$ cat src/rtl/core/reverse_substring_search_core_assert.svh
// Assertion macros used by the reverse substring search core.
`ifndef REVERSE_SUBSTRING_SEARCH_CORE_ASSERT_SVH
`define REVERSE_SUBSTRING_SEARCH_CORE_ASSERT_SVH

// Same-cycle implication, disabled while reset is asserted.
`define RSS_ASSERT_NOW(label, ante, cons, msg) \
    label: assert property (@(posedge i_clk) disable iff (!i_rst_n) \
        (ante) |-> (cons)) else $error(msg);

// Next-cycle implication, disabled while reset is asserted.
`define RSS_ASSERT_NEXT(label, ante, cons, msg) \
    label: assert property (@(posedge i_clk) disable iff (!i_rst_n) \
        (ante) |=> (cons)) else $error(msg);

`endif

$ cat src/rtl/core/rss_pkg.sv
// Types and constants of the reverse substring search core.
`timescale 1ns / 1ps

package rss_pkg;

    localparam int PATTERN_W = 64;
    localparam int PLEN_W    = 4;
    localparam int BYTE_W    = 8;
    localparam int POS_W     = 16;
    localparam int CFG_IDX_W = 1;
    localparam int OUT_TDATA_W = 24;

    typedef enum logic [CFG_IDX_W-1:0] {
        CFG_PATTERN_BYTES  = 1'b0,
        CFG_PATTERN_LENGTH = 1'b1
    } t_cfg_idx;

    typedef struct packed {
        logic             overflow;
        logic [POS_W-1:0] position;
        logic             found;
    } t_result;

endpackage

$ cat src/rtl/core/rss_match.sv
// Parallel compare of the newest text bytes against the pattern.
`timescale 1ns / 1ps

module rss_match
    import rss_pkg::*;
#(
    parameter int MAX_PATTERN = 8,
    parameter int HD          = 7,
    parameter int LW          = 4
) (
    input  logic [HD-1:0][BYTE_W-1:0] i_hist,
    input  logic [BYTE_W-1:0]         i_byte,
    input  logic [PATTERN_W-1:0]      i_pattern,
    input  logic [LW-1:0]             i_len,
    output logic                      o_hit
);

    // window[d]: text byte d places back from the incoming one
    logic [MAX_PATTERN-1:0][BYTE_W-1:0] w_window;
    logic [MAX_PATTERN-1:0]             w_hit_by_len;
    logic [MAX_PATTERN-1:0]             w_len_sel;

    assign w_window[0] = i_byte;
    for (genvar d = 1; d < MAX_PATTERN; d++) begin : g_window
        assign w_window[d] = i_hist[d-1];
    end

    always_comb begin
        logic v_ok;
        v_ok = 1'b1;
        w_hit_by_len = '0;
        w_len_sel    = '0;
        for (int l = 1; l <= MAX_PATTERN; l++) begin
            v_ok = 1'b1;
            for (int d = 0; d < l; d++) begin
                if (w_window[d] != i_pattern[BYTE_W*(l-1-d) +: BYTE_W]) begin
                    v_ok = 1'b0;
                end
            end
            w_hit_by_len[l-1] = v_ok;
            w_len_sel[l-1]    = (i_len == LW'(l));
        end
    end

    assign o_hit = |(w_hit_by_len & w_len_sel);

endmodule

$ cat src/rtl/core/rss_tracker.sv
// Per-text state: history, byte count, last match start and flags.
`timescale 1ns / 1ps

module rss_tracker
    import rss_pkg::*;
#(
    parameter int MAX_PATTERN = 8,
    parameter int MAX_TEXT    = 65536
) (
    input  logic                 i_clk,
    input  logic                 i_rst_n,
    input  logic                 i_step,
    input  logic [BYTE_W-1:0]    i_byte,
    input  logic                 i_present,
    input  logic                 i_end,
    input  logic [PATTERN_W-1:0] i_pattern,
    input  logic [PLEN_W-1:0]    i_plen,
    output t_result              o_result
);

    localparam int HD  = (MAX_PATTERN > 1) ? MAX_PATTERN - 1 : 1;
    localparam int LW  = $clog2(MAX_PATTERN + 1);
    localparam int CW  = $clog2(MAX_TEXT + 1);
    localparam int CW1 = CW + 1;
    localparam int PW  = $clog2(MAX_TEXT);
    localparam int XW  = PW + POS_W;

    logic [HD-1:0][BYTE_W-1:0] r_hist, n_hist;
    logic [CW-1:0]             r_count, n_count;
    logic [PW-1:0]             r_last, n_last;
    logic                      r_seen, n_seen;
    logic                      r_ovf, n_ovf;

    logic [LW-1:0]  w_len;
    logic           w_full;
    logic           w_take;
    logic [CW1-1:0] w_count_inc;
    logic           w_len_ok;
    logic           w_cmp_hit;
    logic           w_hit;
    logic [PW-1:0]  w_start;
    logic           w_empty;
    logic [XW-1:0]  w_last_ext;

    assign w_len = (i_plen > PLEN_W'(MAX_PATTERN)) ? LW'(MAX_PATTERN) : LW'(i_plen);

    rss_match #(
        .MAX_PATTERN (MAX_PATTERN),
        .HD          (HD),
        .LW          (LW)
    ) u_match (
        .i_hist    (r_hist),
        .i_byte    (i_byte),
        .i_pattern (i_pattern),
        .i_len     (w_len),
        .o_hit     (w_cmp_hit)
    );

    assign w_full      = (r_count == CW'(MAX_TEXT));
    assign w_take      = i_present && !r_ovf && !w_full;
    assign w_count_inc = CW1'(r_count) + CW1'(1);
    assign w_len_ok    = (w_count_inc >= CW1'(w_len));
    assign w_hit       = w_take && w_len_ok && (w_len != '0) && w_cmp_hit;
    assign w_start     = PW'(w_count_inc - CW1'(w_len));

    always_comb begin
        n_hist  = r_hist;
        n_count = r_count;
        n_last  = w_hit ? w_start : r_last;
        n_seen  = r_seen | w_hit;
        n_ovf   = r_ovf | (i_present && !w_take);
        if (w_take) begin
            for (int k = HD - 1; k > 0; k--) begin
                n_hist[k] = r_hist[k-1];
            end
            n_hist[0] = i_byte;
            n_count   = CW'(w_count_inc);
        end
    end

    // Result as seen after this item's byte is taken
    assign w_empty    = (w_len == '0);
    assign w_last_ext = XW'(n_last);
    assign o_result.found    = w_empty || n_seen;
    assign o_result.position = (w_empty || !n_seen) ? '0 : w_last_ext[POS_W-1:0];
    assign o_result.overflow = n_ovf;

    always_ff @(posedge i_clk) begin
        if (!i_rst_n || (i_step && i_end)) begin
            r_hist  <= '0;
            r_count <= '0;
            r_last  <= '0;
            r_seen  <= 1'b0;
            r_ovf   <= 1'b0;
        end else if (i_step) begin
            r_hist  <= n_hist;
            r_count <= n_count;
            r_last  <= n_last;
            r_seen  <= n_seen;
            r_ovf   <= n_ovf;
        end
    end

endmodule

$ cat src/rtl/core/reverse_substring_search_core.sv
// Top level of the reverse substring search core.
`timescale 1ns / 1ps
// Usage:
//   Configure the pattern over the cfg channel while the core is idle:
//   index CFG_PATTERN_BYTES writes the 64-bit pattern (first char in byte 0),
//   index CFG_PATTERN_LENGTH writes the length from data[3:0] (0 = empty).
//   Stream text on the slave side, one byte per item in tdata; tuser = 1
//   marks that tdata carries a byte, tlast = 1 ends the text. A tlast item
//   with tuser = 0 is a bare end marker. Each tlast item yields one result
//   item on the master side: found, start of the last match, overflow flag.
// Throughput:
//   One item per cycle while no end item is held back (see Backpressure). An item
//   is compared and folded into the text state while it sits in the input register;
//   an end item's result lands in the output register at the edge that advances it.
//   The rate is set by the combinational window compare.
// Reset:
//   Synchronous, active low; clears pattern, length, text state and valids.
// Backpressure:
//   While a result waits in the output register, non-end items keep
//   flowing; an end item holds in the input register and tready drops until
//   the master side takes the waiting result.

module reverse_substring_search_core
    import rss_pkg::*;
#(
    parameter int MAX_PATTERN = 8,
    parameter int MAX_TEXT    = 65536
) (
    input  logic                   i_clk,
    input  logic                   i_rst_n,
    // config write channel
    input  logic                   i_cfg_valid,
    output logic                   o_cfg_ready,
    input  logic [CFG_IDX_W-1:0]   i_cfg_index,
    input  logic [PATTERN_W-1:0]   i_cfg_data,
    // text stream in
    input  logic                   i_s_axis_tvalid,
    output logic                   o_s_axis_tready,
    input  logic [BYTE_W-1:0]      i_s_axis_tdata,   // [7:0] text_byte
    input  logic                   i_s_axis_tuser,   // [0] byte_present
    input  logic                   i_s_axis_tlast,   // end_of_text
    // result stream out
    output logic                   o_m_axis_tvalid,
    input  logic                   i_m_axis_tready,
    output logic [OUT_TDATA_W-1:0] o_m_axis_tdata    // [0] found, [16:1] match_position,
                                                     // [17] text_overflow, [23:18] zero
);

    logic [PATTERN_W-1:0] r_pattern;
    logic [PLEN_W-1:0]    r_plen;

    // input register
    logic                 r_in_valid;
    logic [BYTE_W-1:0]    r_in_byte;
    logic                 r_in_present;
    logic                 r_in_end;

    // output register
    logic                 r_out_valid;
    t_result              r_out;

    logic                 w_out_free;
    logic                 w_advance;
    logic                 w_in_accept;
    t_result              w_result;

    assign o_cfg_ready = 1'b1;

    always_ff @(posedge i_clk) begin
        if (!i_rst_n) begin
            r_pattern <= '0;
            r_plen    <= '0;
        end else if (i_cfg_valid) begin
            case (t_cfg_idx'(i_cfg_index))
                CFG_PATTERN_BYTES:  r_pattern <= i_cfg_data;
                CFG_PATTERN_LENGTH: r_plen    <= i_cfg_data[PLEN_W-1:0];
                default: ;
            endcase
        end
    end

    // Advance the held item unless it ends a text and the result slot is busy
    assign w_out_free  = !r_out_valid || i_m_axis_tready;
    assign w_advance   = r_in_valid && (!r_in_end || w_out_free);
    assign o_s_axis_tready = !r_in_valid || w_advance;
    assign w_in_accept = i_s_axis_tvalid && o_s_axis_tready;

    always_ff @(posedge i_clk) begin
        if (!i_rst_n) begin
            r_in_valid <= 1'b0;
        end else if (o_s_axis_tready) begin
            r_in_valid <= i_s_axis_tvalid;
        end
    end

    always_ff @(posedge i_clk) begin
        if (w_in_accept) begin
            r_in_byte    <= i_s_axis_tdata;
            r_in_present <= i_s_axis_tuser;
            r_in_end     <= i_s_axis_tlast;
        end
    end

    rss_tracker #(
        .MAX_PATTERN (MAX_PATTERN),
        .MAX_TEXT    (MAX_TEXT)
    ) u_tracker (
        .i_clk     (i_clk),
        .i_rst_n   (i_rst_n),
        .i_step    (w_advance),
        .i_byte    (r_in_byte),
        .i_present (r_in_present),
        .i_end     (r_in_end),
        .i_pattern (r_pattern),
        .i_plen    (r_plen),
        .o_result  (w_result)
    );

    // Load a result on each end item; drop valid once the master side takes it
    always_ff @(posedge i_clk) begin
        if (!i_rst_n) begin
            r_out_valid <= 1'b0;
        end else if (w_advance && r_in_end) begin
            r_out_valid <= 1'b1;
        end else if (i_m_axis_tready) begin
            r_out_valid <= 1'b0;
        end
    end

    always_ff @(posedge i_clk) begin
        if (w_advance && r_in_end) begin
            r_out <= w_result;
        end
    end

    assign o_m_axis_tvalid = r_out_valid;
    assign o_m_axis_tdata  = OUT_TDATA_W'(r_out);

`include "reverse_substring_search_core_assert.svh"

    `RSS_ASSERT_NOW(a_pos_zero_when_missing, o_m_axis_tvalid && !o_m_axis_tdata[0],
        o_m_axis_tdata[16:1] == '0, "match position nonzero without a match")
    `RSS_ASSERT_NOW(a_stall_only_on_end, !o_s_axis_tready,
        r_in_valid && r_in_end && r_out_valid && !i_m_axis_tready,
        "input stalled without a blocked end item")
    `RSS_ASSERT_NEXT(a_result_from_end, !(w_advance && r_in_end) && !r_out_valid,
        !r_out_valid, "result valid without an end item")

endmodule

$ cat config.mk
export PLATFORM = sky130hd
export DESIGN_NAME = reverse_substring_search_core
export DESIGN_NICKNAME = d
export VERILOG_FILES = /design/src/rtl/core/rss_pkg.sv /design/src/rtl/core/rss_match.sv /design/src/rtl/core/rss_tracker.sv /design/src/rtl/core/reverse_substring_search_core.sv
export VERILOG_INCLUDE_DIRS = /design/src /design/src/rtl/core
export SDC_FILE = /design/constraint.sdc
export NUM_CORES = 1
export LEC_CHECK = 0
export BUFFER_PORTS_ARGS = -buffer_cell sky130_fd_sc_hd__buf_4
export CORE_MARGIN = 4
export CORE_UTILIZATION = 62
export CTS_BUF_LIST = sky130_fd_sc_hd__clkbuf_4 sky130_fd_sc_hd__clkbuf_8
export DETAILED_ROUTE_END_ITERATION = 8
export PLACE_DENSITY_LB_ADDON = 0.1
export SLEW_MARGIN = 20
export SYNTH_ARGS = -nofsm -noshare
export SYNTH_HDL_FRONTEND = slang
export SYNTH_SLANG_ARGS = --single-unit
export TNS_END_PERCENT = 100
$ cat constraint.sdc
create_clock -name i_clk -period 4.9 [get_ports i_clk]
set_input_delay 1.225 -clock i_clk [delete_from_list [all_inputs] [get_ports i_clk]]
set_output_delay 1.225 -clock i_clk [all_outputs]
set_load 0.01 [all_outputs]
==> flow_metrics.py <==
metrics = {
    "synthesis": {
        "syn_inst": 1479,
        "synthTopCellsByArea": "dfxtp_1, xnor2_1, xor2_1, nand2_1, edfxtp_1",
        "synthArstFlopShare": 0,
        "synth-edff-count": 28,
        "synthesis.area_mm2": 0.0121,
        "synth_cell_type_count": 75,
        "seq_area_frac_synth": 0.336,
        "yosys.area.top_type": "dfxtp_1",
        "synth-seq-cells": 189,
        "synth_top_cell_area_share": 0.267,
        "yosys_warnings": 0,
        "syn_avg_cell_area_um2": 8.17,
        "ys.flop_type": "dfxtp_1",
    },
    "clocking": {
        "cts_tree": "yes",
        "path_clk_slew_ns": 0.10,
        "cts_resized": 0,
        "cts-buffers-inserted": 17,
        "cts-root-buf": "clkbuf_8",
        "clock-sinks": 189,
        "postCtsSetupRepairBufs": 0,
        "h-tree-depth": 4,
        "postCtsHoldBufs": 0,
        "clk_latency_ns": 0.48,
        "clockBufferDepth": 2,
    },
    "power_and_ir_drop": {
        "ir_drop_v": 0.000206,
        "power.density_mw_per_mm2": 247,
        "p_leak_nw": 4.86,
        "power_mw": 3.18,
    },
    "grt": {
        "grt.overflow.total": 0,
        "antenna_found_initial": 0,
        "grt_use_total": 0.352,
        "grt_pass1_wl_mm": 59.3,
        "grt_pass1_vias": 10200,
        "grt_max_degree": 72,
    },
    "critical_path": {
        "cp.required_ns": 5.23,
        "r2r_start": "u_tracker.r_count[0]$_SDFFE_PP0P_",
        "crit_path_end_kind": "flop",
        "startpoint_type": "flop",
        "r2r_cells": 11,
        "timing_worst_setup_path_type": "reg2reg",
        "rrSetupSlack_ns": 0.87,
        "worstPathArrival_ns": 4.36,
        "reg2reg_to": "o_m_axis_tdata[3]$_SDFFCE_PP0P_",
        "crit_path_max_fanout": 17,
    },
    "route": {
        "vias_per_cell": 6.11,
        "drt_pass1_iterations": 6,
        "first_iter_violations": 1027,
        "vias": 10600,
        "wl_mm": 39.2,
        "drc_errors": 0,
        "final_antenna_net_count": 0,
        "wire_per_inst_um": 22.6,
    },
    "worst_hold_path": {
        "min_to": "u_tracker.r_hist[53]$_SDFFE_PP0P_",
        "hold_path.startpoint": "u_tracker.r_hist[53]$_SDFFE_PP0P_",
        "worstHoldPathCells": 2,
        "min_path_type": "reg2reg",
    },
    "placed_design": {
        "routabilityCongestion": 1.04,
        "io_buffers": 99,
        "dpl_cell_area_mm2": 0.0126,
        "dp_hpwl_mm": 28.1,
    },
    "timing": {
        "slew_headroom": 0.359,
        "hold_violations": 0,
        "fin_crit_sh": 0.823,
        "fin_worst_skew_ns": 0.0126,
        "slew_viol_final": 0,
        "finalCriticalPeriod_ns": 4.03,
        "rsz0062_at_grt": "false",
        "setup_tns_ns": 0,
        "fmax_mhz": 248,
        "tightestPinTransition_ns": 0.959,
        "setup_violations": 0,
    },
    "floorplan": {
        "core_area_mm2": 0.0190,
        "num_io_pins": 107,
        "die_h_um": 148,
        "dieArea_mm2": 0.0218,
        "placementRows": 50,
        "die_width_um": 148,
        "start_util": 0.638,
    },
    "job": {
        "drv_cap": 0,
    },
    "finish": {
        "diodes": 0,
        "fillers": 1640,
        "area_growth_pct": 6.83,
        "nets": 1545,
        "drive_gt1_frac": 0.130,
        "fin_area_mm2": 0.0129,
    },
    "run_status": {
        "status": "finished clean",
    },
}
synth_stat cells (17+ instances only):
cell type  instances
dfxtp_1          161
a21boi_0          70
nand2_1          273
nand4_1           64
buf_2             27
nor4_1            43
nor3_1            17
nor2_1            56
clkbuf_1         108
nand3_1           18
mux2i_1           19
xnor2_1          160
xor2_1           136
inv_1             37
edfxtp_1          28
a21oi_1           69
worst max-delay path by stage:
stage | slack [ns] | to | cells past startpoint | from
3_3_place_gp | 1.10 | o_m_axis_tdata[4]$_SDFFCE_PP0P_ | 11 | u_tracker.r_count[0]$_SDFFE_PP0P_
4_1_cts | 0.95 | o_m_axis_tdata[3]$_SDFFCE_PP0P_ | 11 | u_tracker.r_count[0]$_SDFFE_PP0P_
2_1_floorplan | 1.49 | o_m_axis_tdata[10]$_SDFFCE_PP0P_ | 14 | u_tracker.r_count[0]$_SDFFE_PP0P_
5_1_grt | 0.59 | o_m_axis_tdata[4]$_SDFFCE_PP0P_ | 11 | u_tracker.r_count[0]$_SDFFE_PP0P_
3_5_place_dp | 0.99 | o_m_axis_tdata[3]$_SDFFCE_PP0P_ | 11 | u_tracker.r_count[0]$_SDFFE_PP0P_
6_report | 0.87 | o_m_axis_tdata[3]$_SDFFCE_PP0P_ | 11 | u_tracker.r_count[0]$_SDFFE_PP0P_
cell usage in the layout, fill, tap and decap left out, types with 18 or more instances in the layout:
| cell type | instances |
|---|---|
| buf_4 | 122 |
| nor2_1 | 55 |
| nand2_1 | 272 |
| edfxtp_1 | 28 |
| xnor2_1 | 160 |
| a21boi_0 | 70 |
| inv_1 | 37 |
| nor4_1 | 42 |
| a21oi_1 | 69 |
| nand4_1 | 64 |
| xor2_1 | 136 |
| mux2i_1 | 19 |
| dfxtp_1 | 161 |
| nand3_1 | 18 |
flip-flops by register name (all words and copies together) (netlist names), 4 cells and up:
| register | cells |
|---|---|
| o_m_axis_tdata | 18 |
| r_in_byte | 8 |
| r_pattern | 64 |
| r_plen | 4 |
| u_tracker.r_count | 17 |
| u_tracker.r_hist | 56 |
| u_tracker.r_last | 16 |
logic make-up after synthesis:
family | count (synthesis) | share of synthesized area
buf+inv | 204 | 0.0797
compound gates | 231 | 0.135
flops | 189 | 0.336
fa+ha+maj | 7 | 0.00786
other cells | 2 | 0.000621
simple gates | 530 | 0.209
xor+xnor | 296 | 0.214
mux | 20 | 0.0167
critical path, cell delays in order (launching register included):
cell      delay [ns]
dfxtp_1         0.53
ha_1            0.52
xor2_1          0.21
ha_1            0.31
a21o_1          0.19
a21oi_1         0.23
nand2b_1        0.19
a2111o_1        0.42
or3_1           0.71
nand2_8         0.29
o211ai_1        0.12
a21oi_1         0.18
report_power, final:
part,total [mW],internal (mW),leakage (nW),switching (mW)
Combinational,0.485,0.211,3.10,0.273
Sequential,1.71,1.61,1.57,0.103
Clock,0.988,0.368,0.181,0.620
Total,3.18,2.19,4.86,0.997
final cells by class:
| class | instances | area [um2] | share of cell area |
|---|---|---|---|
| multi-input combinational | 1091 | 7110 | 0.551 |
| clock buffer | 17 | 234 | 0.0181 |
| tap | 260 | 325 | 0.0252 |
| inverter | 37 | 139 | 0.0108 |
| clock inverter | 15 | 124 | 0.00959 |
| sequential | 189 | 4060 | 0.315 |
| timing repair buffer | 122 | 916 | 0.0709 |
per-stage QoR:
stage | setup slack (ns) | instances | hold WS (ns) | util
floorplan | 1.49 | 1484 | 0.436 | -
global placement | 1.10 | 1699 | 0.445 | 0.663
detailed placement | 0.989 | 1699 | 0.453 | 0.663
CTS | 0.950 | 1731 | 0.467 | 0.681
global route | 0.591 | 1731 | 0.493 | 0.681
finish | 0.868 | 1731 | 0.466 | 0.681
metal layers:
metal,GRT usage,up-vias,wire [um],share of wire
li1,-,4892,-,-
met4,0.178,0,2150,0.055
met1,0.439,5015,15000,0.38
met5,0,-,0,0
met3,0.0619,141,3410,0.087
met2,0.587,529,18600,0.47
(Power assumes the default switching activity.)
